**src/rtl/lvbs_pkg.sv**
```systemverilog
// Shared definitions for the longest valid bracket span block.
// Holds the open-bracket code, the result width and the result struct.
// No dependencies.
package lvbs_pkg;

  localparam logic [7:0] OPEN_CHAR = 8'd40;
  localparam int unsigned LONGEST_W = 11;

  typedef struct packed {
    logic [LONGEST_W-1:0] longest;
    logic                 overflow;
  } result_t;

endpackage

```
**src/rtl/lvbs_ctrl.sv**
```systemverilog
// Stack control for the longest valid bracket span block.
// Keeps top and next-below in registers, the base entry in a register and
// the rest in the stack RAM. Depends on lvbs_pkg.
module lvbs_ctrl #(
  parameter int unsigned MAX_LEN = 1024,
  localparam int unsigned PW     = $clog2(MAX_LEN + 1),
  localparam int unsigned CW     = $clog2(MAX_LEN + 2),
  localparam int unsigned AW     = $clog2(MAX_LEN)
) (
  input  logic              clk_i,
  input  logic              rst_ni,
  input  logic              accept_i,
  input  logic [7:0]        symbol_i,
  input  logic              last_i,
  input  logic [PW-1:0]     rd_data_i,
  output logic              we_o,
  output logic [AW-1:0]     waddr_o,
  output logic [PW-1:0]     wdata_o,
  output logic [AW-1:0]     raddr_o,
  output lvbs_pkg::result_t result_o
);
  import lvbs_pkg::*;

  localparam int unsigned DEPTH = MAX_LEN + 1;
  localparam int unsigned WIDE  = (PW > LONGEST_W) ? PW : LONGEST_W;

  logic [CW-1:0] count_q, count_d;
  logic [PW-1:0] pos_q, pos_d;
  logic [PW-1:0] top_q, top_d;
  logic [PW-1:0] below_q, below_d;
  logic [PW-1:0] base_q, base_d;
  logic [PW-1:0] best_q, best_d;
  logic          ovf_q, ovf_d;
  logic          rd_base_q, rd_base_d;

  logic [PW-1:0]   here;
  logic [PW-1:0]   span;
  logic [PW-1:0]   refill;
  logic [CW-1:0]   popped;
  logic            full;
  logic [WIDE-1:0] best_ext;

  always_comb begin
    here     = pos_q + PW'(1);
    span     = here - below_q;
    full     = (pos_q >= PW'(MAX_LEN));
    popped   = (count_q != '0) ? (count_q - CW'(1)) : '0;
    // The entry that slides under the new top on a pop was read last cycle.
    refill   = rd_base_q ? base_q : rd_data_i;

    count_d  = count_q;
    pos_d    = pos_q;
    top_d    = top_q;
    below_d  = below_q;
    base_d   = base_q;
    best_d   = best_q;
    ovf_d    = ovf_q;
    we_o     = 1'b0;
    waddr_o  = AW'(count_q - CW'(1));
    wdata_o  = here;

    if (accept_i) begin
      if (full) begin
        ovf_d = 1'b1;
      end else begin
        pos_d = here;
        if (symbol_i == OPEN_CHAR) begin
          if (count_q < CW'(DEPTH)) begin
            count_d = count_q + CW'(1);
            top_d   = here;
            below_d = top_q;
            if (count_q == '0) begin
              base_d = here;
            end else begin
              we_o = 1'b1;
            end
          end
        end else if (popped == '0) begin
          // A stray close becomes the new base.
          count_d = CW'(1);
          top_d   = here;
          base_d  = here;
        end else begin
          count_d = popped;
          top_d   = below_q;
          below_d = refill;
          if ((here >= below_q) && (span > best_q)) begin
            best_d = span;
          end
        end
      end
    end

    best_ext          = WIDE'(best_d);
    result_o.longest  = best_ext[LONGEST_W-1:0];
    result_o.overflow = ovf_d;

    if (accept_i && last_i) begin
      count_d = CW'(1);
      pos_d   = '0;
      top_d   = '0;
      base_d  = '0;
      best_d  = '0;
      ovf_d   = 1'b0;
    end

    // Prefetch the entry two below the next top; writes only land at or
    // above the new top, so a read address in use never collides with a write.
    rd_base_d = (32'(count_d) == 32'd3);
    raddr_o   = (32'(count_d) >= 32'd4) ? AW'(32'(count_d) - 32'd4) : '0;
  end

  always_ff @(posedge clk_i or negedge rst_ni) begin
    if (!rst_ni) begin
      count_q   <= CW'(1);
      pos_q     <= '0;
      top_q     <= '0;
      below_q   <= '0;
      base_q    <= '0;
      best_q    <= '0;
      ovf_q     <= 1'b0;
      rd_base_q <= 1'b0;
    end else begin
      count_q   <= count_d;
      pos_q     <= pos_d;
      top_q     <= top_d;
      below_q   <= below_d;
      base_q    <= base_d;
      best_q    <= best_d;
      ovf_q     <= ovf_d;
      rd_base_q <= rd_base_d;
    end
  end

endmodule

```
**config.mk**
```make
export PLATFORM = sky130hd
export DESIGN_NAME = lvbs_ctrl
export DESIGN_NICKNAME = d
export VERILOG_FILES = /design/src/rtl/lvbs_pkg.sv /design/src/rtl/lvbs_ctrl.sv
export SDC_FILE = /design/constraint.sdc
export NUM_CORES = 1
export LEC_CHECK = 0
export BUFFER_PORTS_ARGS = -buffer_cell sky130_fd_sc_hd__buf_2
export CAP_MARGIN = 10
export CORE_MARGIN = 4
export CORE_UTILIZATION = 64
export DETAILED_ROUTE_END_ITERATION = 16
export PLACE_DENSITY = 0.87
export SLEW_MARGIN = 20
export SYNTH_ARGS = -nofsm -noshare
export SYNTH_HDL_FRONTEND = slang
export SYNTH_SLANG_ARGS = --single-unit
```
**constraint.sdc**
```tcl
create_clock -name clk_i -period 11.4 [get_ports clk_i]
set_input_delay 2.28 -clock clk_i [delete_from_list [all_inputs] [get_ports clk_i]]
set_output_delay 2.28 -clock clk_i [all_outputs]
set_load 0.01 [all_outputs]
```
==> run metrics <==
die area=roughly 0.0098 mm2; synthesized area=approximately 0.0053 mm2; net count after synthesis=between 600 and 700; DP Area=between 0.005 and 0.006 mm2; Seq/Total Area, Yosys=32.3%; final WL=between 10 and 15 mm; r2r endpoint=best_q[9]; synthesized netlist cell count=~640; filler instances=~590; Vias per Instance=roughly 6.3; starting utilization of the core area=about two thirds; CTS root buf=clkbuf_8; complex-gate fraction of the synthesized area=about 18%; Reg-to-Reg Start=pos_q[0]; Vias=roughly 4,900; core area=about 0.008 mm2; I/O Pins=67; Layout Utilization=approximately three quarters; simple-gate share of the synthesized area=roughly 22%; chip width=between 90 and 100 um; Sink Count=68; maximum number of pins on one net before global-route repair=between 60 and 70; post-synth cell types=just over 60; ant diodes=0; Post-synth ARST share=between 90% and 100%; # setup viols final=0; worst vdd ir=approximately 0.00015 V; CTS tree=built; DP HPWL=between 10 and 15 mm; dominant combinational cell family by area after synthesis=simple AND/OR/NAND/NOR gates; first-pass GRT wire length=about 23 mm; commonest cells after routing, fill and taps aside=nand2_1 (75), dfrtp_1 (67), buf_2 (66); area delta synth->final=10.2%; PortBufs=66; Syn. warnings=0; Post-Synth XOR/XNOR Area=around 4.8%; drt first pass iters=5; Max Freq=129 MHz; Max Fanout on Critical Path=22; maxcap violations=0; unrepaired setup endpoints after global routing=false; vias in the first global route=roughly 4,700; commonest non-fill, non-tap cell in the layout=nand2_1; outcome=completed; R2R depth=18; Design Area, Final=~0.0058 mm2; critical path class=reg -> out; Worst Max-Slew Pin Slew=0.990 ns; share of the synthesized area in the top cell type=a little under a third; cts hold-fix bufs=0; slew margin rel.=between 30 and 40%; Die Ht=roughly 100 um; fin crit share=between 60% and 70%; postcts setup bufs=0; flops & latches, synth=68; CTS H-tree depth=3; post-synthesis mux area share=a little under a tenth; ANT nets after route=0; post-CTS sizing=0; Worst-path clk slew=~0.08 ns; Final Skew=0.0110 ns; Worst Hold Class=reg -> reg; setup_tns=0 ns; Synth Flop Type=dfrtp_1; grt ovf=0; num rows=32; Synth Area in Adders=under 10%; initial antenna violation count=0; Hold Path Sink=base_q[3]; layout cell share with drive strength beyond 1=around 17%; routed len/inst=17.8 um; Slew Viols, Final=0; GRT Total Usage=approximately 29%; Worst setup SP type=flip-flop; Critical Path End Type=output pin; Final nets=732; total CTS buffers=9; Post-synth EDFFs=0; WHS Path Cells=2; clock insertion delay at the later pin of the skew report=0.35 ns; Req. time, crit path=between 9 and 10 ns; R2R Setup Slk=6.32 ns; top cells by area, synth=dfrtp_1 (32%), ha_1 (7.1%), mux2i_1 (6.3%); leakage=~0.0028 uW; GPL Wtd Cong=about 0.97; mean post-synth cell area=between 8 and 9 um2; CP arrival=about 5.5 ns; min Tclk post-route=7.75 ns; initial DRC count=around 420; clk buf depth=2; leading area contributor after synthesis=dfrtp_1; Fin. Hold Viols=0; DRC=0; critical hold path startpoint=base_q[3]; P per Cell Area=approximately 190 mW/mm2
==> layout make-up <==
cell class | count | area [um2] | area share [%]
Sequential cell | 68 | 1700 | 29.3
Inverter | 43 | 161 | 2.78
Timing Repair Buffer | 73 | 383 | 6.59
Clock buffer | 9 | 124 | 2.13
Clock inverter | 7 | 81.3 | 1.40
Tap cell | 102 | 128 | 2.20
Multi-Input combinational cell | 483 | 3230 | 55.6
==> through the flow <==
stage | setup WS, ns | power (uW) | cells | hold slack [ns]
floorplan | 4.59 | 704 | 636 | 0.471
global placement | 4.06 | 828 | 769 | 0.492
detailed placement | 3.79 | 853 | 769 | 0.508
CTS | 3.66 | 1070 | 785 | 0.527
global route | 3.27 | 1150 | 785 | 0.550
finish | 3.65 | 1080 | 785 | 0.527
==> metal layers <==
| metal | GRT usage (%) | part of all wire [%] | wire length (um) | up-vias |
|---|---|---|---|---|
| met1 | 39.3 | 43 | 5960 | 2343 |
| met3 | 7.15 | 9.7 | 1350 | 34 |
| met5 | 0 | 0 | 0 | - |
| li1 | - | - | - | 2317 |
| met2 | 44.6 | 46 | 6380 | 253 |
| met4 | 8.72 | 1.8 | 250 | 0 |
==> how the worst max path moves through the flow <==
stage | from | end | slack [ns] | cells after the start
floorplan | symbol_i[1] | raddr_o[9] | 4.59 | 10
global placement | symbol_i[4] | raddr_o[8] | 4.06 | 9
detailed placement | symbol_i[4] | raddr_o[8] | 3.79 | 9
CTS | pos_q[0] | result_o[2] | 3.66 | 19
global route | pos_q[0] | result_o[11] | 3.27 | 19
finish | pos_q[0] | result_o[2] | 3.65 | 19
==> cells in the mapped netlist (6+ instances only) <==
library cell	number
clkbuf_1	26
nand3_1	17
mux2_2	12
nor2b_1	6
o211ai_1	11
dfrtp_1	67
and2_1	9
xor2_1	12
or3_1	12
nor2_1	49
nand4_1	8
xnor2_1	17
a21o_1	6
a21oi_1	46
nor3_1	10
nand2_1	75
inv_1	43
mux2i_1	33
o21ai_0	36
o31ai_1	6
nand2b_1	13
buf_2	9
ha_1	30
==> worst max-delay path, stage by stage (launching register included) <==
cell and delay, ns:
dfrtp_1 0.48, ha_1 0.25, nand3_1 0.17, inv_1 0.10, nand3_1 0.19, or3_1 0.47
xnor2_1 0.50, ha_1 0.40, nor4b_1 0.17, a311oi_1 0.27, o211ai_1 0.19, ha_1 0.33
o21a_1 0.12, o22ai_1 0.06, nor3_1 0.20, nand4_1 0.17, a31oi_2 0.20, buf_4 0.34
mux2_2 0.38, buf_2 0.14
==> state kept, by name, summed over array words and instances, names as in the netlist <==
name       count
count_q       11
top_q         11
base_q        11
pos_q         11
rd_base_q      1
below_q       11
best_q        11
ovf_q          1
==> power by group <==
group	internal (uW)	total [uW]	switching (uW)	leakage [uW]
Clock	105	214	109	0.000101
Combinational	213	528	316	0.00178
Sequential	276	334	58.4	0.000903
Total	593	1080	483	0.00278
==> cell families after synthesis <==
family / after synthesis
AND/OR/NAND/NOR: 232
AO/OA/AOI/OAI: 145
buffers and inverters: 85
flip-flops: 68
multiplexers: 46
adder cells (fa/ha/maj): 31
XOR/XNOR: 29
Note: power is estimated with default switching activity, not from simulation.
